--- src/rtl/core/rfob_pkg.sv ---
// shared types and constants of the raster fill / outline / alpha blit engine
// no dependencies
`default_nettype none

package rfob_pkg;

    localparam int CW     = 11;
    localparam int ADDR_W = 20;
    localparam int Q_DEPTH = 4;
    localparam int QI_W   = 2;

    localparam logic [2:0] OP_CLEAR   = 3'd0;
    localparam logic [2:0] OP_FILL    = 3'd1;
    localparam logic [2:0] OP_OUTLINE = 3'd2;
    localparam logic [2:0] OP_SPR_START = 3'd3;
    localparam logic [2:0] OP_SPR_PIX = 3'd4;
    localparam logic [2:0] OP_READ    = 3'd5;

    localparam logic CFG_WIDTH  = 1'b0;
    localparam logic CFG_HEIGHT = 1'b1;

    typedef enum logic [1:0] {
        K_BOX   = 2'd0,
        K_BLEND = 2'd1,
        K_READ  = 2'd2,
        K_ZERO  = 2'd3
    } t_kind;

    typedef struct packed {
        t_kind              kind;
        logic               outline;
        logic [CW-1:0]      x0;
        logic [CW-1:0]      y0;
        logic [CW-1:0]      x1;
        logic [CW-1:0]      y1;
        logic signed [CW:0] bx0;
        logic signed [CW:0] bx1;
        logic signed [CW:0] by0;
        logic signed [CW:0] by1;
        logic [31:0]        color;
        logic [ADDR_W-1:0]  addr;
    } t_cmd;

    typedef struct packed {
        logic valid;
        logic full;
    } t_qstat;

endpackage

`default_nettype wire

--- src/rtl/core/rfob_queue.sv ---
// short command queue between front and back
// depends on rfob_pkg
`default_nettype none

module rfob_queue (
    input  wire logic          i_clk,
    input  wire logic          i_rst_n,
    input  wire logic          i_push,
    input  rfob_pkg::t_cmd     i_cmd,
    input  wire logic          i_pop,
    output rfob_pkg::t_cmd     o_cmd,
    output rfob_pkg::t_qstat   o_stat
);
    import rfob_pkg::*;

    t_cmd            r_mem [Q_DEPTH];
    logic [QI_W-1:0] r_wp;
    logic [QI_W-1:0] r_rp;
    logic [QI_W:0]   r_cnt;

    assign o_cmd        = r_mem[r_rp];
    assign o_stat.valid = (r_cnt != '0);
    assign o_stat.full  = (r_cnt == (QI_W+1)'(Q_DEPTH));

    always_ff @(posedge i_clk) begin
        if (i_push) begin
            r_mem[r_wp] <= i_cmd;
        end
    end

    always_ff @(posedge i_clk) begin
        if (!i_rst_n) begin
            r_wp  <= '0;
            r_rp  <= '0;
            r_cnt <= '0;
        end else begin
            if (i_push) begin
                r_wp <= r_wp + 1'b1;
            end
            if (i_pop) begin
                r_rp <= r_rp + 1'b1;
            end
            if (i_push && !i_pop) begin
                r_cnt <= r_cnt + 1'b1;
            end else if (!i_push && i_pop) begin
                r_cnt <= r_cnt - 1'b1;
            end
        end
    end

endmodule

`default_nettype wire

--- config.mk ---
export PLATFORM = sky130hd
export DESIGN_NAME = rfob_queue
export DESIGN_NICKNAME = d
export VERILOG_FILES = /design/src/rtl/core/rfob_pkg.sv /design/src/rtl/core/rfob_queue.sv
export SDC_FILE = /design/constraint.sdc
export NUM_CORES = 1
export LEC_CHECK = 0
export ABC_AREA = 1
export BUFFER_PORTS_ARGS = -buffer_cell sky130_fd_sc_hd__buf_2
export CORE_MARGIN = 8
export CORE_UTILIZATION = 57
export DETAILED_ROUTE_END_ITERATION = 7
export PLACE_DENSITY = 0.9
export REMOVE_ABC_BUFFERS = 1
export SETUP_SLACK_MARGIN = 0.15
export SYNTH_ARGS = -nofsm -noshare
export SYNTH_HDL_FRONTEND = slang
export SYNTH_SLANG_ARGS = --single-unit
--- constraint.sdc ---
create_clock -name i_clk -period 4.9 [get_ports i_clk]
set_input_delay 0.49 -clock i_clk [delete_from_list [all_inputs] [get_ports i_clk]]
set_output_delay 0.49 -clock i_clk [all_outputs]
set_load 0.05 [all_outputs]
==> run_results.csv, run 1 <==
group,metric,value,unit
place,io_buffers,299,
global_routing,antenna_found_initial,12,
synth,yosys_warnings,0,
detailed_routing,dr_wl_met3,4.42,mm
synth,synth_ff_type,"edfxtp_1",
place,dp.cells,2220,
cts,clk_pin_slew,60,ps
cts,clock_latency,580,ps
detailed_routing,wl_per_cell,21.9,µm
global_routing,grt_pass1_wl,76.8,mm
floorplanning,die_w,216,µm
finish,syn_to_final_growth,14.9,%
power_and_ir_drop,ir_drop,0.526,mV
cts,cts-hold-fix-buffers,0,
detailed_routing,wl_met2,26.1,mm
global_routing,grt_pass1_vias,14175,
synth,synthArstFlopShare,0,%
cts,cts_sinks,597,
finish,fin_cells,2331,
status,status,"finished, final reports clean",
timing,rsz0062_at_grt,"false",
critical_path,cp-end-kind,"output port",
critical_path,worst_ep_required_time,4410,ps
timing,period_share,74.9,%
floorplanning,dieArea,46700,µm²
cts,cts_tree,"built",
detailed_routing,via_per_inst,5.91,
synth,synth.area.top_cells,"edfxtp_1, o21ai_0, nor2_1, o22ai_2, o21ai_1",
finish,final_nets,1909,
critical_path,ff2ff_setup_slack,2580,ps
timing,final_max_slew_viol_count,0,
floorplanning,fp.dieH,216,µm
global_routing,grt_max_degree,165,
timing,setup_slack,1230,ps
place,place_congestion,0.744,
place,dp_hpwl,28.3,mm
finish,final_cell_mix,"edfxtp_1, buf_2, nor2_1",
detailed_routing,drt-met1-wl,19.0,mm
cts,cts.htree.levels,2,
timing,clock.fmax,273,MHz
synth,syn_area_per_cell,15.4,µm²
floorplanning,io_pins,300,
detailed_routing,routed.top_layer,"met5",
cts,root_buffer,"clkbuf_16",
detailed_routing,drtAntennaViolNets,0,
synth,synth-edff-count,588,
synth,yosys.area.top_type,"edfxtp_1",
floorplanning,start_util,57.5,%
power_and_ir_drop,p_total,11.5,mW
power_and_ir_drop,power.density,439,nW/µm²
synth,ys_ff_latch,597,
timing,worst_pin_slew,1120,ps
finish,final_common_cell,"edfxtp_1",
finish,drive_gt1_share,28.5,%
critical_path,cp.arrival,3180,ps
detailed_routing,drt_iter0_drc,1529,
cts,cts_resized,0,
critical_path,path_class,"reg -> out",
timing,skew,8.98,ps
cts,cts_max_path_buffers,3,
detailed_routing,wl,51.1,mm
cts,post-cts-setup-buffer-count,0,
flow_run,maxCapViolations,0,
timing,setup_viol,0,
min_path,min_path_type,"in -> reg",
timing,period_minus_slack,3670,ps
detailed_routing,vias,13781,
synth,yosysSeqAreaShare,78.2,%
detailed_routing,drtPass1Iterations,6,
synth,synthCells,1480,
timing,slew_headroom,25.4,%
synth,synth_top_area_share,77.4,%
detailed_routing,drc,0,
cts,cts_made_buffers,55,
power_and_ir_drop,p_leak,9.04,nW
timing,hold-worst-slack,121,ps
place,dp_slack,1870,ps
global_routing,grt_overflow,0,
floorplanning,core,39600,µm²
synth,ys_types,24,
critical_path,crit_path_max_fanout,86,
finish,nFillCells,2547,
timing,finalHoldViolCount,0,
critical_path,cp-start-kind,"register",
global_routing,grt_usage,21.0,%
floorplanning,rows,73,
synth,syn_area,22800,µm²
per-layer routing:
| layer | global-route usage (%) | vias up |
|---|---|---|
| li1 | - | 6166 |
| met5 | 0 | - |
| met3 | 5.01 | 131 |
| met2 | 36.7 | 671 |
| met4 | 8.43 | 12 |
| met1 | 24.8 | 6801 |
flip-flops by register name, indices dropped and copies added (netlist names), named ones only:
signal,count
r_cnt,3
r_mem,588
r_rp,2
r_wp,2
critical path, cell delays in order (launching register included):
cell and delay (ps):
dfxtp_4 980, buf_4 690, o21ai_0 190, o22ai_1 360
buf_2 340
layout make-up:
class / instances / area [µm²] / share of cell area (%)
antenna: 8 / 20.0 / 0.0764
clock buffer: 80 / 1540 / 5.89
clock inverter: 23 / 160 / 0.611
inverter: 17 / 93.8 / 0.358
multi-input combinational: 770 / 4230 / 16.1
sequential: 597 / 17800 / 68.1
tap: 525 / 657 / 2.51
timing repair buffer: 311 / 1660 / 6.34
cells by family (layout without fill, tap and decap cells):
logic type                 Yosys count  after routing  share of synthesized area [%]
other                                0              8                              0
DFF                                597            597                           78.2
buffers and inverters              113            431                           3.24
adders and majority gates            6              6                          0.362
and+or+nand+nor                    313            313                           5.83
AOI/OAI and AO/OA                  451            451                           12.4
per-stage QoR:
stage | setup TNS (ps) | cell area [µm²] | util (%)
after floorplan | -753540 | 22100 | -
after global placement | 0 | 24500 | 61.8
after detailed placement | 0 | 24500 | 61.8
after CTS | 0 | 26200 | 66.1
after global routing | 0 | 26200 | 66.1
final | 0 | 26200 | 66.1
cells in the mapped netlist, types with 4 or more instances:
library cell	number
ha_1	5
o21ai_0	183
o22ai_2	60
nor2_1	240
buf_4	9
nor2_2	60
clkbuf_1	37
edfxtp_1	588
a21oi_1	4
buf_6	16
o21ai_1	117
buf_12	7
o22ai_1	87
dfxtp_1	9
buf_2	26
nand2_1	10
inv_1	15
report_power, final:
| group | internal [mW] | total [mW] | switching, mW |
|---|---|---|---|
| logic | 0.351 | 1.58 | 1.23 |
| clock network | 2.28 | 4.00 | 1.72 |
| registers | 5.84 | 5.93 | 0.0870 |
| total | 8.48 | 11.5 | 3.03 |
final timing paths:
path | startpoint | endpoint | cells past startpoint
max | register | o_cmd[135] | 4
min | i_cmd[81] | r_mem[3][81] | 1
max reg2reg | r_wp[1] | r_mem[1][94] | 5
min reg2reg | r_rp[1] | register | 1
No activity file was read; power rests on OpenSTA's default activity.
==> run 2: changes to the inputs <==
==> constraint.sdc (replaced) <==
create_clock -name i_clk -period 3.8 [get_ports i_clk]
set_input_delay 0.38 -clock i_clk [delete_from_list [all_inputs] [get_ports i_clk]]
set_output_delay 0.38 -clock i_clk [all_outputs]
set_load 0.05 [all_outputs]
==> run_results.csv, run 2 (synthesized netlist as in run 1, its figures left out) <==
group,metric,value,unit
status,status,"finished, final reports clean",
critical_path,crit_path_max_fanout,172,
finish,drive_gt1_share,27.2,%
detailed_routing,wl_met2,29.4,mm
floorplanning,start_util,57.5,%
cts,root_buffer,"clkbuf_16",
global_routing,grt_max_degree,173,
detailed_routing,vias,14832,
critical_path,path_class,"reg -> out",
detailed_routing,wl_per_cell,22.9,µm
timing,fin_setup_tns,0,ps
place,io_buffers,299,
global_routing,grt_pass1_vias,15266,
timing,hold-worst-slack,45.7,ps
detailed_routing,dr_wl_met3,4.72,mm
cts,cts.htree.levels,2,
detailed_routing,drc,0,
critical_path,worst_ep_required_time,3420,ps
place,dp_hpwl,28.5,mm
power_and_ir_drop,ir_drop,0.458,mV
cts,cts_made_buffers,56,
timing,slew_headroom,31.3,%
detailed_routing,via_per_inst,5.98,
cts,cts_max_path_buffers,3,
finish,fin_cells,2480,
critical_path,cp.arrival,2720,ps
cts,post-cts-setup-buffer-count,0,
timing,setup_viol,0,
critical_path,path_cells,"buf_12 > o21ai_0 > o22ai_2 > buf_2",
floorplanning,dieArea,46700,µm²
min_path,min_path_type,"in -> reg",
cts,cts_resized,0,
cts,cts_sinks,597,
floorplanning,core,39600,µm²
finish,largest_register_ffs,588,
critical_path,max_stage_delay,450,ps
cts,clock_latency,600,ps
detailed_routing,drtPass1Iterations,7,
detailed_routing,drtAntennaViolNets,0,
finish,nFillCells,2320,
timing,period_share,81.5,%
timing,skew,14.9,ps
flow_run,maxCapViolations,0,
floorplanning,io_pins,300,
finish,final_cell_mix,"edfxtp_1, buf_2, nor2_1",
finish,final_nets,2062,
timing,rsz0062_at_grt,"false",
floorplanning,fp.dieH,216,µm
power_and_ir_drop,p_total,15.3,mW
detailed_routing,wl,56.8,mm
cts,cts-hold-fix-buffers,145,
global_routing,grt_overflow,0,
timing,period_minus_slack,3100,ps
finish,fin_area,27800,µm²
cts,clk_pin_slew,70,ps
critical_path,cp-start-kind,"register",
timing,final_max_slew_viol_count,0,
cts,cts_tree,"built",
timing,worst_pin_slew,1030,ps
floorplanning,die_w,216,µm
finish,final_common_cell,"edfxtp_1",
global_routing,grt_usage,23.4,%
detailed_routing,drt-met1-wl,21.1,mm
timing,setup_slack,703,ps
critical_path,slowest_stage,"buf_12",
power_and_ir_drop,power.density,549,nW/µm²
global_routing,antenna_found_initial,3,
timing,finalHoldViolCount,0,
timing,clock.fmax,323,MHz
floorplanning,rows,73,
finish,fin_util,70.2,%
place,place_congestion,0.778,
finish,syn_to_final_growth,22.1,%
place,dp_slack,1390,ps
critical_path,cp-end-kind,"output port",
detailed_routing,drt_iter0_drc,1855,
place,placed_area,24600,µm²
place,dp.cells,2227,
power_and_ir_drop,p_leak,9.75,nW
finish,reg.largest.list,"r_mem (588), r_cnt (3)",
detailed_routing,routed.top_layer,"met5",
finish,largest_register,"r_mem",
global_routing,grt_pass1_wl,86.0,mm
run 2: area by class of cell:
cell class,instances,area (µm²),share of cell area [%]
clock inverter,36,244,0.876
timing repair buffer,463,3230,11.6
clock buffer,70,1540,5.52
sequential,597,17800,64.1
inverter,17,93.8,0.337
tap,525,657,2.36
multi-input combinational,770,4230,15.2
antenna,2,5.00,0.0180
run 2: worst max-delay path: cells and delay by family (launching register included):
family | cells | cell delay (ps)
compound gates | 2 | 610
buf+inv | 2 | 750
flops | 1 | 410
run 2: final timing paths:
path,from,end,slack [ps],cells past startpoint
hold reg to reg,r_rp[1],register,460,1
setup reg to reg,r_wp[0],r_mem[2][114],1710,5
hold / removal,i_cmd[116],r_mem[3][116],50,1
setup / recovery,register,o_cmd[97],700,4
run 2: power breakdown:
part / switching (mW) / total (mW) / internal [mW]
sequential: 0.0839 / 7.61 / 7.53
combinational: 1.68 / 2.25 / 0.565
clock: 2.40 / 5.41 / 3.01
run 2: per-layer routing:
metal / GRT usage [%] / vias up
li1: - / 6479
met1: 28.6 / 7373
met2: 41.1 / 863
met3: 4.55 / 115
met4: 8.41 / 2
met5: 0 / -
==> run 3: changes to the inputs <==
--- a/config.mk
+++ b/config.mk
@@ -8,9 +8,9 @@
 export ABC_AREA = 1
 export BUFFER_PORTS_ARGS = -buffer_cell sky130_fd_sc_hd__buf_2
 export CORE_MARGIN = 8
-export CORE_UTILIZATION = 57
+export CORE_UTILIZATION = 52
 export DETAILED_ROUTE_END_ITERATION = 7
-export PLACE_DENSITY = 0.9
+export PLACE_DENSITY = 0.87
 export REMOVE_ABC_BUFFERS = 1
 export SETUP_SLACK_MARGIN = 0.15
 export SYNTH_ARGS = -nofsm -noshare
==> constraint.sdc (replaced) <==
create_clock -name i_clk -period 2.75 [get_ports i_clk]
set_input_delay 0.275 -clock i_clk [delete_from_list [all_inputs] [get_ports i_clk]]
set_output_delay 0.275 -clock i_clk [all_outputs]
set_load 0.05 [all_outputs]
==> run_results.csv, run 3 (synthesized netlist as in run 1, its figures left out) <==
group,metric,value,unit
timing,fin_setup_tns,0,ps
critical_path,timing.rr.start,"r_wp[0]",
timing,finalHoldViolCount,0,
min_path,min_path_type,"in -> reg",
finish,final_cell_mix,"edfxtp_1, buf_2, nor2_1",
place,io_buffers,299,
floorplanning,die_w,225,µm
critical_path,crit_path_max_fanout,37,
detailed_routing,vias,15329,
flow_run,maxCapViolations,0,
finish,final_common_cell,"edfxtp_1",
timing,rsz0062_at_grt,"true",
timing,period_minus_slack,2550,ps
power_and_ir_drop,p_total,22.0,mW
critical_path,cp-start-kind,"register",
min_path,hp-start,"i_push",
detailed_routing,routed.top_layer,"met5",
global_routing,grt_usage,23.6,%
detailed_routing,wl_met2,31.4,mm
power_and_ir_drop,power.density,766,nW/µm²
power_and_ir_drop,p_leak,10.1,nW
finish,nFillCells,2744,
cts,cts_tree,"built",
critical_path,cp-end-kind,"output port",
finish,syn_to_final_growth,25.7,%
power_and_ir_drop,p_comb_share,15.0,%
critical_path,path_class,"reg -> out",
floorplanning,io_pins,300,
power_and_ir_drop,ir_drop,0.795,mV
timing,final_max_slew_viol_count,0,
power_and_ir_drop,pwr-share-seq,47.9,%
place,dp_hpwl,30.7,mm
power_and_ir_drop,switchingPower,5.90,mW
cts,cts_max_path_buffers,3,
finish,drive_gt1_share,28.2,%
finish,largest_register,"r_mem",
global_routing,antenna_found_initial,7,
detailed_routing,wl_per_cell,24.0,µm
power_and_ir_drop,internal_power,16.1,mW
timing,setup_viol,0,
status,status,"finished, final reports clean",
power_and_ir_drop,switching_share,26.9,%
cts,root_buffer,"clkbuf_16",
timing,worst_pin_slew,497,ps
global_routing,grt_pass1_vias,15816,
floorplanning,start_util,52.8,%
global_routing,grt_pass1_wl,92.3,mm
floorplanning,rows,76,
detailed_routing,drtPass1Iterations,5,
place,placed_area,24900,µm²
detailed_routing,drc,0,
detailed_routing,via_per_inst,5.95,
place,place_congestion,0.776,
finish,reg.largest.list,"r_mem (588), r_cnt (3)",
detailed_routing,drtAntennaViolNets,0,
global_routing,grt_overflow,0,
timing,clock.fmax,393,MHz
detailed_routing,wl,61.9,mm
cts,cts.htree.levels,2,
detailed_routing,dr_wl_met3,5.70,mm
timing,period_share,92.6,%
floorplanning,core,43200,µm²
finish,fin_area,28700,µm²
finish,final_nets,2098,
critical_path,cp.arrival,2270,ps
floorplanning,fp.dieH,225,µm
floorplanning,dieArea,50800,µm²
finish,largest_register_ffs,588,
global_routing,grt_max_degree,72,
detailed_routing,drt-met1-wl,22.8,mm
cts,clk_pin_slew,60,ps
power_and_ir_drop,clockPowerShare,37.1,%
cts,cts_made_buffers,58,
timing,slew_headroom,66.8,%
cts,clock_latency,600,ps
timing,skew,16.7,ps
critical_path,worst_ep_required_time,2480,ps
cts,cts_sinks,597,
detailed_routing,drt_iter0_drc,1907,
run 3: power groups by stage:
stage / clock network, mW / registers [mW] / logic [mW]
global route: 8.55 / 10.5 / 3.44
CTS: 8.16 / 10.5 / 3.21
floorplan: 0 / 10.8 / 1.92
finish: 8.14 / 10.5 / 3.29
global placement: 0 / 10.7 / 2.84
detailed placement: 0 / 10.7 / 2.92
run 3: repair_timing:
item / 4_1_cts / 5_1_grt
setup endpoints to repair: 114 / 107
pin swaps: 0 / 1
gates resized for setup: 9 / 19
cloned: 6 / 0
hold buffers: 149 / 0
setup buffers: 1 / 8
hold endpoints to repair: 597 / 0
run 3: cell type report:
| type | count | area, µm² | share of cell area (%) |
|---|---|---|---|
| multi-input combinational | 770 | 4240 | 14.8 |
| antenna | 3 | 7.51 | 0.0262 |
| sequential | 597 | 17800 | 62.3 |
| inverter | 17 | 113 | 0.393 |
| timing repair buffer | 496 | 3770 | 13.1 |
| timing repair inverter | 1 | 8.76 | 0.0306 |
| tap | 585 | 732 | 2.55 |
| clock buffer | 66 | 1500 | 5.24 |
| clock inverter | 43 | 443 | 1.55 |
run 3: worst max-delay path, cell delays in order (launching register included):
cell	delay, ps
dfxtp_4	420
buf_12	160
inv_16	170
buf_4	230
nor2_1	70
o22ai_1	290
buf_2	330
run 3: per-layer routing:
layer	track usage [%]	up-vias
li1	-	6542
met3	4.83	161
met4	9.50	8
met5	0	-
met1	28.9	7586
met2	40.6	1032
run 3: worst paths after layout:
path,to,slack [ps],depth (start not counted)
worst min register to register,register,450,1
worst max register to register,r_mem[2][101],950,5
worst max-delay path,o_cmd[25],200,6
worst min-delay path,r_wp[0],40,3
run 3: per-stage QoR:
step / setup WS, ps / util, % / hold slack [ps] / instances
after CTS: 104 / 66.0 / 0.435 / 2567
after global placement: 690 / 57.6 / 422 / 2302
after global routing: 77.5 / 66.4 / 69.4 / 2578
after detailed placement: 636 / 57.6 / 418 / 2302
after floorplan: -7150 / - / 374 / 1384
final: 202 / 66.4 / 43.5 / 2578
