`src/rtl/core/rfob_pkg.sv`:
```
// shared types and constants of the raster fill / outline / alpha blit engine
// no dependencies
`default_nettype none

package rfob_pkg;

    localparam int CW     = 11;
    localparam int ADDR_W = 20;
    localparam int Q_DEPTH = 4;
    localparam int QI_W   = 2;

    localparam logic [2:0] OP_CLEAR   = 3'd0;
    localparam logic [2:0] OP_FILL    = 3'd1;
    localparam logic [2:0] OP_OUTLINE = 3'd2;
    localparam logic [2:0] OP_SPR_START = 3'd3;
    localparam logic [2:0] OP_SPR_PIX = 3'd4;
    localparam logic [2:0] OP_READ    = 3'd5;

    localparam logic CFG_WIDTH  = 1'b0;
    localparam logic CFG_HEIGHT = 1'b1;

    typedef enum logic [1:0] {
        K_BOX   = 2'd0,
        K_BLEND = 2'd1,
        K_READ  = 2'd2,
        K_ZERO  = 2'd3
    } t_kind;

    typedef struct packed {
        t_kind              kind;
        logic               outline;
        logic [CW-1:0]      x0;
        logic [CW-1:0]      y0;
        logic [CW-1:0]      x1;
        logic [CW-1:0]      y1;
        logic signed [CW:0] bx0;
        logic signed [CW:0] bx1;
        logic signed [CW:0] by0;
        logic signed [CW:0] by1;
        logic [31:0]        color;
        logic [ADDR_W-1:0]  addr;
    } t_cmd;

    typedef struct packed {
        logic valid;
        logic full;
    } t_qstat;

endpackage

`default_nettype wire

```
`src/rtl/core/rfob_front.sv`:
```
// front end: config registers, clipping, sprite stream tracking, command decode
// depends on rfob_pkg
`default_nettype none

module rfob_front #(
    parameter int MAX_WIDTH  = 256,
    parameter int MAX_HEIGHT = 256
) (
    input  wire logic                 i_clk,
    input  wire logic                 i_rst_n,
    input  wire logic                 i_accept,
    input  wire logic [2:0]           i_opcode,
    input  wire logic signed [10:0]   i_left,
    input  wire logic signed [10:0]   i_top,
    input  wire logic signed [10:0]   i_right,
    input  wire logic signed [10:0]   i_bottom,
    input  wire logic [31:0]          i_color,
    input  wire logic [7:0]           i_thickness,
    input  wire logic                 i_cfg_valid,
    input  wire logic                 i_cfg_index,
    input  wire logic [8:0]           i_cfg_data,
    output logic                      o_cfg_ready,
    output logic                      o_push,
    output rfob_pkg::t_cmd            o_cmd
);
    import rfob_pkg::*;

    localparam logic [CW-1:0] MW = CW'(MAX_WIDTH);
    localparam logic [CW-1:0] MH = CW'(MAX_HEIGHT);

    logic [8:0]           r_fw;
    logic [8:0]           r_fh;
    logic signed [CW-1:0] r_sl, r_st, r_sr, r_sb;
    logic [CW-1:0]        r_col, r_row;

    logic [CW-1:0]        vw, vh;
    logic signed [CW:0]   bl, bt, br, bb, cl, ct, cr, cb, th;
    logic                 empty;
    logic signed [CW:0]   sw, sh;
    logic signed [CW+1:0] sx, sy, rx, ry;
    logic                 take, s_in, r_in;
    logic [CW-1:0]        col_next;
    logic                 wrap;
    logic [ADDR_W-1:0]    box_addr, spr_addr, rd_addr;

    assign o_cfg_ready = 1'b1;

    assign vw = ({2'b0, r_fw} > MW) ? MW : {2'b0, r_fw};
    assign vh = ({2'b0, r_fh} > MH) ? MH : {2'b0, r_fh};

    always_comb begin
        if (i_opcode == OP_CLEAR) begin
            bl = '0;
            bt = '0;
            br = {1'b0, vw};
            bb = {1'b0, vh};
        end else begin
            bl = {i_left[10], i_left};
            bt = {i_top[10], i_top};
            br = {i_right[10], i_right};
            bb = {i_bottom[10], i_bottom};
        end
        cl = (bl < 0) ? '0 : bl;
        ct = (bt < 0) ? '0 : bt;
        cr = (br > $signed({1'b0, vw})) ? $signed({1'b0, vw}) : br;
        cb = (bb > $signed({1'b0, vh})) ? $signed({1'b0, vh}) : bb;
        empty = (cr <= cl) || (cb <= ct);
        th = $signed({4'b0, i_thickness});
        box_addr = ADDR_W'(ct[CW-1:0]) * ADDR_W'(MAX_WIDTH) + ADDR_W'(cl[CW-1:0]);
    end

    always_comb begin
        sw   = {r_sr[10], r_sr} - {r_sl[10], r_sl};
        sh   = {r_sb[10], r_sb} - {r_st[10], r_st};
        take = (sw > 0) && (sh > 0) && ($signed({1'b0, r_row}) < sh);
        sx   = {{2{r_sl[10]}}, r_sl} + $signed({2'b0, r_col});
        sy   = {{2{r_st[10]}}, r_st} + $signed({2'b0, r_row});
        s_in = (sx >= 0) && (sy >= 0) && (sx < $signed({2'b0, vw}))
               && (sy < $signed({2'b0, vh}));
        col_next = r_col + 1'b1;
        wrap = ($signed({1'b0, col_next}) >= sw);
        spr_addr = ADDR_W'(sy[CW-1:0]) * ADDR_W'(MAX_WIDTH) + ADDR_W'(sx[CW-1:0]);
        rx   = {{2{i_left[10]}}, i_left};
        ry   = {{2{i_top[10]}}, i_top};
        r_in = (rx >= 0) && (ry >= 0) && (rx < $signed({2'b0, vw}))
               && (ry < $signed({2'b0, vh}));
        rd_addr = ADDR_W'(ry[CW-1:0]) * ADDR_W'(MAX_WIDTH) + ADDR_W'(rx[CW-1:0]);
    end

    always_comb begin
        o_cmd.kind    = K_BOX;
        o_cmd.outline = (i_opcode == OP_OUTLINE);
        o_cmd.x0      = cl[CW-1:0];
        o_cmd.y0      = ct[CW-1:0];
        o_cmd.x1      = cr[CW-1:0];
        o_cmd.y1      = cb[CW-1:0];
        o_cmd.bx0     = cl + th;
        o_cmd.bx1     = cr - th - (CW+1)'(1);
        o_cmd.by0     = ct + th;
        o_cmd.by1     = cb - th - (CW+1)'(1);
        o_cmd.color   = i_color;
        o_cmd.addr    = box_addr;
        o_push        = 1'b0;
        case (i_opcode)
            OP_CLEAR, OP_FILL, OP_OUTLINE: begin
                o_push = i_accept && !empty;
            end
            OP_SPR_PIX: begin
                o_cmd.kind = K_BLEND;
                o_cmd.addr = spr_addr;
                o_push     = i_accept && take && s_in;
            end
            OP_READ: begin
                o_cmd.kind = r_in ? K_READ : K_ZERO;
                o_cmd.addr = rd_addr;
                o_push     = i_accept;
            end
            default: begin
                o_push = 1'b0;
            end
        endcase
    end

    always_ff @(posedge i_clk) begin
        if (!i_rst_n) begin
            r_fw  <= 9'd256;
            r_fh  <= 9'd256;
            r_sl  <= '0;
            r_st  <= '0;
            r_sr  <= '0;
            r_sb  <= '0;
            r_col <= '0;
            r_row <= '0;
        end else begin
            if (i_cfg_valid) begin
                if (i_cfg_index == CFG_WIDTH) begin
                    r_fw <= i_cfg_data;
                end else begin
                    r_fh <= i_cfg_data;
                end
            end
            if (i_accept && i_opcode == OP_SPR_START) begin
                r_sl  <= i_left;
                r_st  <= i_top;
                r_sr  <= i_right;
                r_sb  <= i_bottom;
                r_col <= '0;
                r_row <= '0;
            end else if (i_accept && i_opcode == OP_SPR_PIX && take) begin
                if (wrap) begin
                    r_col <= '0;
                    r_row <= r_row + 1'b1;
                end else begin
                    r_col <= col_next;
                end
            end
        end
    end

endmodule

`default_nettype wire

```
`config.mk`:
```
export PLATFORM = sky130hd
export DESIGN_NAME = rfob_front
export DESIGN_NICKNAME = d
export VERILOG_FILES = /design/src/rtl/core/rfob_pkg.sv /design/src/rtl/core/rfob_front.sv
export SDC_FILE = /design/constraint.sdc
export NUM_CORES = 1
export LEC_CHECK = 0
export ABC_AREA = 1
export BUFFER_PORTS_ARGS = -buffer_cell sky130_fd_sc_hd__buf_2
export CORE_MARGIN = 2
export CORE_UTILIZATION = 57
export CTS_CLUSTER_DIAMETER = 80
export CTS_CLUSTER_SIZE = 10
export DETAILED_ROUTE_END_ITERATION = 10
export GPL_ROUTABILITY_DRIVEN = 0
export PLACE_DENSITY_LB_ADDON = 0.2
export REMOVE_ABC_BUFFERS = 1
export SLEW_MARGIN = 20
export SYNTH_ARGS = -nofsm -noshare
export SYNTH_HDL_FRONTEND = slang
export SYNTH_SLANG_ARGS = --single-unit
```
`constraint.sdc`:
```
create_clock -name i_clk -period 4.6 [get_ports i_clk]
set_input_delay 0.46 -clock i_clk [delete_from_list [all_inputs] [get_ports i_clk]]
set_output_delay 0.46 -clock i_clk [all_outputs]
set_load 0.1 [all_outputs]
```
==> flow_metrics.env, run 1 <==
export IMPL_arrival_ps=4740
export IMPL_stdcell_area_um2=14380
export IMPL_finalCritPeriodShare=1.131
export IMPL_crit_slowest_cell="or4_1"
export IMPL_wl_per_cell_um=18.53
export IMPL_netlist_instances=1775
export IMPL_dr_pass1_iters=8
export IMPL_final_core_util=0.7386
export IMPL_outcome="complete, but fails checks"
export IMPL_violations="negative setup slack"
export IMPL_drv_cap=0
export IMPL_tightest_slew_ps=689.5
export IMPL_hold_class="in2reg"
export IMPL_dr_first_iter_drc_count=1541
export IMPL_hold_violations=0
export IMPL_initial_utilization=0.5812
export IMPL_drc=0
export IMPL_yosys_area_top_type="ha_1"
export IMPL_synth_seq_cells=84
export IMPL_timing_setup_critical_path_class="reg2out"
export IMPL_power_frac_comb=0.626
export IMPL_rsz0062_at_grt="true"
export IMPL_swShare=0.5313
export IMPL_start_kind="flop"
export IMPL_die_x_um=144.9
export IMPL_cp_max_fo=9
export IMPL_final_setup_skew_ps=9.961
export IMPL_grt_max_degree=46
export IMPL_netlist_area_um2=11310
export IMPL_cp_required_ps=4140
export IMPL_setup_viol=14
export IMPL_worstSetupStartpoint="r_fh[7]$_SDFFE_PN0P_"
export IMPL_track_usage=0.3806
export IMPL_slew_violations=0
export IMPL_pwr_share_seq=0.188
export IMPL_multi_input_area_um2=8932
export IMPL_async_flop_share=0
export IMPL_grt_pass1_vias=11813
export IMPL_ys_seq_area_frac=0.1487
export IMPL_grt_antenna_before_repair=2
export IMPL_period_minus_slack_ps=5203
export IMPL_totalWireLength_um=42260
export IMPL_worst_skew_pair_late_latency_ps=360
export IMPL_syn_area_per_cell_um2=6.372
export IMPL_portBuffers=180
export IMPL_drive_above_1_share=0.2226
export IMPL_yosysWarnings=0
export IMPL_synth_edf_count=0
export IMPL_fp_dieH_um=144.9
export IMPL_synthToLayoutAreaGrowth_pct=27.09
export IMPL_peakVddDrop_uv=252.3
export IMPL_ff_latch_area_um2=1690
export IMPL_p_switching_w=0.002205
export IMPL_dpl_instance_area_um2=13270
export IMPL_hold_start="i_bottom[7]"
export IMPL_routed_via_density=5.864
export IMPL_finalWorstSetupSlack_ps=-602.6
export IMPL_synth_main_ff_cell="dfxtp_1"
export IMPL_rows=51
export IMPL_die_area_um2=20990
export IMPL_cp_end_kind="primary output"
export IMPL_clockBufferDepth=2
export IMPL_synth_top_area_frac=0.1980
export IMPL_ant_nets=0
export IMPL_clock_sinks=84
export IMPL_slowest_delay_ps=500
export IMPL_numCtsBuffers=9
export IMPL_core_area_um2=19460
export IMPL_intPower_w=0.001945
export IMPL_power_density_nw_per_um2=288.7
export IMPL_p_leak_nw=7.618
export IMPL_io_pins=250
export IMPL_cts_max_level=3
export IMPL_cts_root_buf="clkbuf_16"
export IMPL_synth_area_leaders="ha_1, dfxtp_1, nand2_1"
export IMPL_worst_path_most_repeated_cell="nand2_1"
export IMPL_vias=13370
export IMPL_fillerInstances=1544
export IMPL_grt_pass1_wl_um=61290
export IMPL_dpl_hpwl_um=33200
export IMPL_yosysUniqueCellTypes=56
export IMPL_clk_pin_slew_ps=60
export IMPL_crit_reg2reg_launch="r_sl[0]$_SDFFE_PN0P_"
export IMPL_slew_headroom=0.5387
export IMPL_overflow=0
export IMPL_clockPowerShare=0.186
export IMPL_fmax_ghz=0.1922
export IMPL_cts_tree="yes"
export IMPL_nets=2300
## power groups by stage
stage / registers, W / logic, W / clock network [W]
6_report: 0.000779 / 0.00260 / 0.000772
5_1_grt: 0.000781 / 0.00274 / 0.000803
4_1_cts: 0.000777 / 0.00243 / 0.000769
3_5_place_dp: 0.000793 / 0.00237 / 0
3_3_place_gp: 0.000792 / 0.00234 / 0
2_1_floorplan: 0.000785 / 0.00169 / 0
## worst max-delay path: cells and delay by family (launching register included)
kind                       cells  cell delay [ps]
DFF                            1              320
and+or+nand+nor               17             2300
buffers and inverters          6              760
AOI/OAI and AO/OA              3              410
adders and majority gates      2              580
## path summary, 6_finish.rpt
kind                                end  slack, ps  depth (start not counted)
setup / recovery                 o_push       -600                         28
hold / removal     r_sb[7]$_SDFFE_PN0P_        360                          3
setup reg to reg  r_col[8]$_SDFFE_PP0P_       1040                         19
hold reg to reg    r_sr[0]$_SDFFE_PN0P_        460                          2
## sequential cells by signal (all words and copies together), names as in the netlist
name,count
r_col,11
r_fh,9
r_fw,9
r_row,11
r_sb,11
r_sl,11
r_sr,11
r_st,11
## synthesized netlist by cell type (5+ instances only)
cell	number
nand2_1	386
inv_1	239
nor2_1	188
ha_1	179
o21ai_0	142
a21oi_1	137
nand3_1	111
dfxtp_1	84
xor2_1	50
buf_4	38
clkbuf_1	22
nand4_1	22
xnor2_1	20
o211ai_1	16
nor3_1	13
fa_1	11
a21o_1	8
o21a_1	8
nand2_2	7
nand3b_1	7
o21ai_1	7
o21bai_1	6
a31oi_1	5
clkinv_1	5
o221ai_1	5
## layout make-up
cell class,instances,area share
clock buffers,10,0.01593
multi-input cells,1379,0.6214
clock inverters,5,0.004352
flip-flops and latches,84,0.1176
repair buffers,286,0.1520
inverters,249,0.06537
well taps,265,0.02307
diodes,2,0.0003482
## cell families after synthesis
logic type	synth area share
and+or+nand+nor	0.2885
xor gates and xnor gates	0.05564
other	0.0006640
AOI/OAI and AO/OA	0.1684
DFF	0.1487
buffers and inverters	0.1207
adders and majority gates	0.2175
## layer usage
layer | wire (um) | vias to the layer above | share of wire | track usage
li1 | - | 6308 | - | -
met5 | 103 | - | 0.0024 | 0.03759
met4 | 1807 | 2 | 0.043 | 0.1364
met2 | 18250 | 826 | 0.43 | 0.5906
met3 | 5310 | 164 | 0.13 | 0.1046
met1 | 16780 | 6070 | 0.40 | 0.5030
## cell usage in the layout, fill, tap and decap left out, types with 29 or more instances in the layout
master   count
buf_4       99
inv_1      233
xor2_1      43
buf_2      149
dfxtp_1     77
o21ai_0    110
ha_1       165
nand2_1    364
nand3_1    107
nor2_1     182
buf_12      29
a21oi_1    127
## repair_timing
item / CTS / global route
pin swaps: 13 / 39
buffers inserted: 7 / 11
hold buffers: 0 / 0
resized for setup: 61 / 126
gates cloned: 1 / 0
hold endpoints to repair: 0 / 0
setup endpoints to repair: 18 / 23
## metrics by stage
| stage | total power [W] | hold slack, ps | setup slack (ps) | TNS [ps] | instances |
|---|---|---|---|---|---|
| 2_1_floorplan | 0.002479 | 432.5 | -3359 | -86090 | 1711 |
| 3_3_place_gp | 0.003131 | 459.3 | -98.20 | -346.4 | 2248 |
| 3_5_place_dp | 0.003167 | 455.0 | -183.3 | -1096 | 2248 |
| 4_1_cts | 0.003974 | 354.0 | -234.3 | -1016 | 2271 |
| 5_1_grt | 0.004322 | 370.2 | -806.2 | -7965 | 2280 |
| 6_report | 0.004150 | 359.3 | -602.6 | -4975 | 2280 |
Note: power is estimated with default switching activity, not from simulation.
==> run 2: changes to the inputs <==
--- a/config.mk
+++ b/config.mk
@@ -9,12 +9,11 @@
 export BUFFER_PORTS_ARGS = -buffer_cell sky130_fd_sc_hd__buf_2
 export CORE_MARGIN = 2
 export CORE_UTILIZATION = 57
-export CTS_CLUSTER_DIAMETER = 80
+export CTS_CLUSTER_DIAMETER = 120
 export CTS_CLUSTER_SIZE = 10
 export DETAILED_ROUTE_END_ITERATION = 10
 export GPL_ROUTABILITY_DRIVEN = 0
 export PLACE_DENSITY_LB_ADDON = 0.2
-export REMOVE_ABC_BUFFERS = 1
 export SLEW_MARGIN = 20
 export SYNTH_ARGS = -nofsm -noshare
 export SYNTH_HDL_FRONTEND = slang
==> flow_metrics.env, run 2 (synthesis gave the netlist of run 1 again) <==
export IMPL_outcome="complete, but fails checks"
export IMPL_violations="negative setup slack"
export IMPL_cts_root_buf="clkbuf_16"
export IMPL_drv_cap=0
export IMPL_start_kind="flop"
export IMPL_cts_max_level=3
export IMPL_totalWireLength_um=37920
export IMPL_use_met3=0.05561
export IMPL_clockBufferDepth=2
export IMPL_tightest_slew_ps=964.6
export IMPL_final_core_util=0.7291
export IMPL_cp_required_ps=4140
export IMPL_crit_slowest_cell="or4_1"
export IMPL_cp_max_fo=3
export IMPL_peakVddDrop_uv=404.4
export IMPL_routed_via_density=5.767
export IMPL_period_minus_slack_ps=4996
export IMPL_reg2regPathDepth=19
export IMPL_wl_per_cell_um=16.98
export IMPL_final_cell_mix="nand2_1, inv_1, nor2_1"
export IMPL_fmax_ghz=0.2001
export IMPL_final_cells=2233
export IMPL_grt_pass1_wl_um=57530
export IMPL_die_area_um2=20990
export IMPL_arrival_ps=4540
export IMPL_hold_depth=3
export IMPL_hold_class="in2reg"
export IMPL_dpl_hpwl_um=30530
export IMPL_portBuffers=180
export IMPL_cts_tree="yes"
export IMPL_slew_headroom=0.3569
export IMPL_initial_utilization=0.5812
export IMPL_p_leak_nw=7.404
export IMPL_rsz0062_at_grt="true"
export IMPL_fp_dieH_um=144.9
export IMPL_slowest_delay_ps=510
export IMPL_final_setup_skew_ps=13.13
export IMPL_grt_pass1_vias=11591
export IMPL_track_usage=0.3486
export IMPL_core_area_um2=19460
export IMPL_timing_setup_critical_path_class="reg2out"
export IMPL_grt_busiest_layer="met2"
export IMPL_grt_antenna_before_repair=0
export IMPL_finalCritPeriodShare=1.086
export IMPL_fin_tns_setup_ps=-2744
export IMPL_worst_path_most_repeated_cell="nand2_2"
export IMPL_dr_first_iter_drc_count=988
export IMPL_cp_end_kind="primary output"
export IMPL_slew_violations=0
export IMPL_vias=12878
export IMPL_numCtsBuffers=9
export IMPL_finalWorstSetupSlack_ps=-396.5
export IMPL_met2_usage=0.5849
export IMPL_power_density_nw_per_um2=287.9
export IMPL_hold_violations=0
export IMPL_nets=2254
export IMPL_setup_viol=13
export IMPL_clock_sinks=84
export IMPL_final_common_cell="nand2_1"
export IMPL_grt_max_degree=64
export IMPL_clk_pin_slew_ps=80
export IMPL_worst_skew_pair_late_latency_ps=350
export IMPL_drive_above_1_share=0.2053
export IMPL_die_x_um=144.9
export IMPL_io_pins=250
export IMPL_use_met1=0.4499
export IMPL_drc=0
export IMPL_diodes=0
export IMPL_overflow=0
export IMPL_rows=51
export IMPL_synthToLayoutAreaGrowth_pct=25.45
export IMPL_dr_pass1_iters=7
export IMPL_fillerInstances=1599
export IMPL_crit_chain="or4_1, nor2_1, nand3_1, nand2_2, nand2_2, o21ai_2, ha_1, nand4_1, or3_1, nand3_2, inv_2, or2_0, o21ai_2, ha_1, inv_1, fa_2, nor2_1, a211oi_1, o21ai_1, nand3_1, nand2_2, xor2_2, buf_12"
export IMPL_dpl_cell_count=2201
export IMPL_ant_nets=0
==> run 2: cell types whose count changed in the layout (fill, tap and decap cells not counted), sizes merged <==
cell	before	now
buf	285	238
clkinv	7	9
diode	2	0
bufinv	1	0
inv	245	246
==> run 2: report_power, final <==
group,internal [W],switching (W)
clock network,0.000387,0.000355
logic,0.000751,0.00181
registers,0.000754,0.0000250
==> run 2: what timing repair did <==
item / CTS / global route
cloned: 1 / 0
resized for setup: 39 / 24
endpoints found under the setup margin: 15 / 20
setup buffers: 11 / 4
hold buffers: 0 / 0
pin swaps: 24 / 3
==> run 2: stage by stage <==
stage	power [W]	hold WS, ps	setup slack [ps]	instance area, um2
after global placement	0.003212	465.6	-113.7	13540
after detailed placement	0.003248	466.4	-189.2	13540
after floorplan	0.002763	433.1	-1473	11970
after global routing	0.004267	383.9	-658.2	14190
after CTS	0.004023	347.4	-256.4	14050
final	0.004086	352.2	-396.5	14190
==> run 2: worst max-delay path, delay by kind of cell (launching register included) <==
family,cells,cell delay [ps]
simple gates,12,2100
fa+ha+maj,3,680
compound gates,4,550
buf+inv,3,330
flops,1,320
xor+xnor,1,190
==> run 2: per-layer routing <==
layer | vias to the layer above | wire, um
li1 | 6216 | -
met1 | 5871 | 15330
met2 | 645 | 17210
met3 | 146 | 3548
met4 | 0 | 1824
met5 | - | 0
==> run 2: final cells by class <==
class	count	area, um2	share of cell area
Clock buffer	9	225.2	0.01587
Clock inverter	7	81.33	0.005731
Inverter	249	943.4	0.06648
Multi-Input combinational cell	1379	9062	0.6387
Sequential cell	84	1688	0.1189
Tap cell	265	331.6	0.02337
Timing Repair Buffer	240	1858	0.1309
==> run 2: worst paths after layout <==
| path | slack (ps) | endpoint | startpoint |
|---|---|---|---|
| worst min register to register | 470 | r_sr[0]$_SDFFE_PN0P_ | r_sr[0]$_SDFFE_PN0P_ |
| worst max-delay path | -400 | o_cmd[60] | r_fh[4]$_SDFFE_PN0P_ |
| worst max register to register | 880 | r_col[10]$_SDFFE_PP0P_ | r_sl[1]$_SDFFE_PN0P_ |
| worst min-delay path | 350 | r_fw[4]$_SDFFE_PN0P_ | i_cfg_data[4] |
==> run 3: changes to the inputs <==
--- a/config.mk
+++ b/config.mk
@@ -7,6 +7,8 @@
 export LEC_CHECK = 0
 export ABC_AREA = 1
 export BUFFER_PORTS_ARGS = -buffer_cell sky130_fd_sc_hd__buf_2
+export CAP_MARGIN = 10
+export CORE_ASPECT_RATIO = 0.9
 export CORE_MARGIN = 2
 export CORE_UTILIZATION = 57
 export CTS_CLUSTER_DIAMETER = 120
==> constraint.sdc (replaced) <==
create_clock -name i_clk -period 5.2 [get_ports i_clk]
set_input_delay 0.52 -clock i_clk [delete_from_list [all_inputs] [get_ports i_clk]]
set_output_delay 0.52 -clock i_clk [all_outputs]
set_load 0.1 [all_outputs]
==> flow_metrics.env, run 3 (synthesis gave the netlist of run 1 again) <==
export IMPL_synthToLayoutAreaGrowth_pct=19.25
export IMPL_drive_above_1_share=0.1723
export IMPL_wl_met1_um=15830
export IMPL_wl_per_cell_um=16.78
export IMPL_final_cells=2178
export IMPL_clk_pin_slew_ps=80
export IMPL_period_minus_slack_ps=5177
export IMPL_fillerInstances=1687
export IMPL_overflow=0
export IMPL_worst_skew_pair_late_latency_ps=350
export IMPL_hold_class="in2reg"
export IMPL_dr_pass1_iters=6
export IMPL_fin_tns_setup_ps=0
export IMPL_final_cell_mix="nand2_1, inv_1, nor2_1"
export IMPL_p_leak_nw=7.152
export IMPL_die_x_um=152.5
export IMPL_critPathBufInv=3
export IMPL_dpl_instance_area_um2=12940
export IMPL_outcome="complete, no violations"
export IMPL_clockBufferDepth=2
export IMPL_track_usage=0.3333
export IMPL_grt_max_degree=64
export IMPL_core_area_um2=19340
export IMPL_power_density_nw_per_um2=258.1
export IMPL_cts_tree="yes"
export IMPL_routed_wl_met2_um=15900
export IMPL_final_setup_skew_ps=10.45
export IMPL_slowest_delay_ps=510
export IMPL_fp_dieH_um=137.6
export IMPL_start_kind="flop"
export IMPL_initial_utilization=0.5849
export IMPL_multi_input_area_um2=8889
export IMPL_portBuffers=180
export IMPL_crit_chain="or4_1, nor2_1, nand3_1, nand2_4, nand2_4, ha_1, nand4_1, or3_4, nand3_4, inv_2, or2_0, o21ai_4, ha_2, inv_1, fa_2, nor2_2, a211oi_2, o21ai_2, nand3_2, nand2_4, o21ai_1, nand2_2, buf_12"
export IMPL_dr_max_layer_used="met4"
export IMPL_routed_via_density=5.786
export IMPL_clock_sinks=84
export IMPL_ant_nets=0
export IMPL_slew_violations=0
export IMPL_stdcell_area_um2=13490
export IMPL_vias=12602
export IMPL_hold_violations=0
export IMPL_dpl_hpwl_um=29950
export IMPL_cpLargestDelayFamily="simple AND/OR/NAND/NOR gates"
export IMPL_io_pins=250
export IMPL_rows=48
export IMPL_drv_cap=0
export IMPL_cts_root_buf="clkbuf_16"
export IMPL_fmax_ghz=0.1932
export IMPL_dpl_cell_count=2153
export IMPL_worst_path_most_repeated_cell="nand2_4"
export IMPL_final_common_cell="nand2_1"
export IMPL_peakVddDrop_uv=475.0
export IMPL_rsz0062_at_grt="true"
export IMPL_ff_latch_area_um2=1683
export IMPL_numCtsBuffers=9
export IMPL_crit_slowest_cell="or4_1"
export IMPL_wl_met3_um=3505
export IMPL_nets=2213
export IMPL_setup_viol=0
export IMPL_totalWireLength_um=36540
export IMPL_dr_first_iter_drc_count=1205
export IMPL_timing_setup_critical_path_class="reg2out"
export IMPL_grt_pass1_wl_um=56510
export IMPL_slew_headroom=0.3807
export IMPL_grt_pass1_vias=11068
export IMPL_finalCritPeriodShare=0.9956
export IMPL_drc=0
export IMPL_cp_required_ps=4680
export IMPL_cts_max_level=3
export IMPL_cp_max_fo=5
export IMPL_die_area_um2=20990
export IMPL_cp_end_kind="primary output"
export IMPL_arrival_ps=4660
export IMPL_grt_antenna_before_repair=1
export IMPL_tightest_slew_ps=928.9
[run 3: changes by cell type in the layout (fill, tap and decap cells not counted), sizes merged]
cell | previous run | this run
inv | 246 | 248
diode | 0 | 1
clkbuf | 11 | 9
buf | 238 | 200
nand3 | 116 | 115
clkinvlp | 1 | 0
clkinv | 9 | 8
[run 3: power by group]
group / total (W) / leakage [nW] / internal, W / switching, W
combinational: 0.00213 / 6.32 / 0.000574 / 0.00156
clock: 0.000659 / 0.149 / 0.000342 / 0.000317
sequential: 0.000689 / 0.684 / 0.000667 / 0.0000219
[run 3: repair_timing]
item | CTS | global route
resized for setup | 7 | 39
pin swaps | 2 | 13
setup endpoints to repair | 7 | 11
setup buffers | 2 | 6
hold buffers | 0 | 0
[run 3: metrics by stage]
step                  util  power (W)  setup slack [ps]  hold slack [ps]
floorplan                -   0.002413            -951.4            433.1
global placement    0.6690   0.002736             159.4            451.3
detailed placement  0.6690   0.002763             42.80            479.3
CTS                 0.6867   0.003424             23.33            403.3
global route        0.6975   0.003641            -152.7            422.5
finish              0.6975   0.003481             22.96            409.6
[run 3: routing by layer]
| layer | track usage | vias up |
|---|---|---|
| met2 | 0.5325 | 622 |
| li1 | - | 6126 |
| met1 | 0.4650 | 5750 |
| met5 | 0 | - |
| met4 | 0.1132 | 0 |
| met3 | 0.04656 | 104 |
[run 3: layout make-up]
type	count	area share
Multi-Input combinational cell	1378	0.6590
Sequential cell	84	0.1248
Timing Repair Buffer	200	0.1010
Inverter	249	0.06948
Tap cell	250	0.02319
Clock buffer	9	0.01670
Clock inverter	7	0.005659
Antenna cell	1	0.0001855
[run 3: worst paths after layout]
| path | from | endpoint | slack, ps | cells after the start |
|---|---|---|---|---|
| max | r_fh[4]$_SDFFE_PN0P_ | o_cmd[62] | 20 | 23 |
| min | i_cfg_data[4] | r_fw[4]$_SDFFE_PN0P_ | 410 | 3 |
| max reg2reg | r_sl[0]$_SDFFE_PN0P_ | r_col[9]$_SDFFE_PP0P_ | 1090 | 19 |
| min reg2reg | r_sr[0]$_SDFFE_PN0P_ | r_sr[0]$_SDFFE_PN0P_ | 480 | 2 |
[run 3: tightest hold or removal path: cells and delay by family]
kind / cells / cell delay (ps)
buffers and inverters: 1 / 90
AND/OR/NAND/NOR: 2 / 120
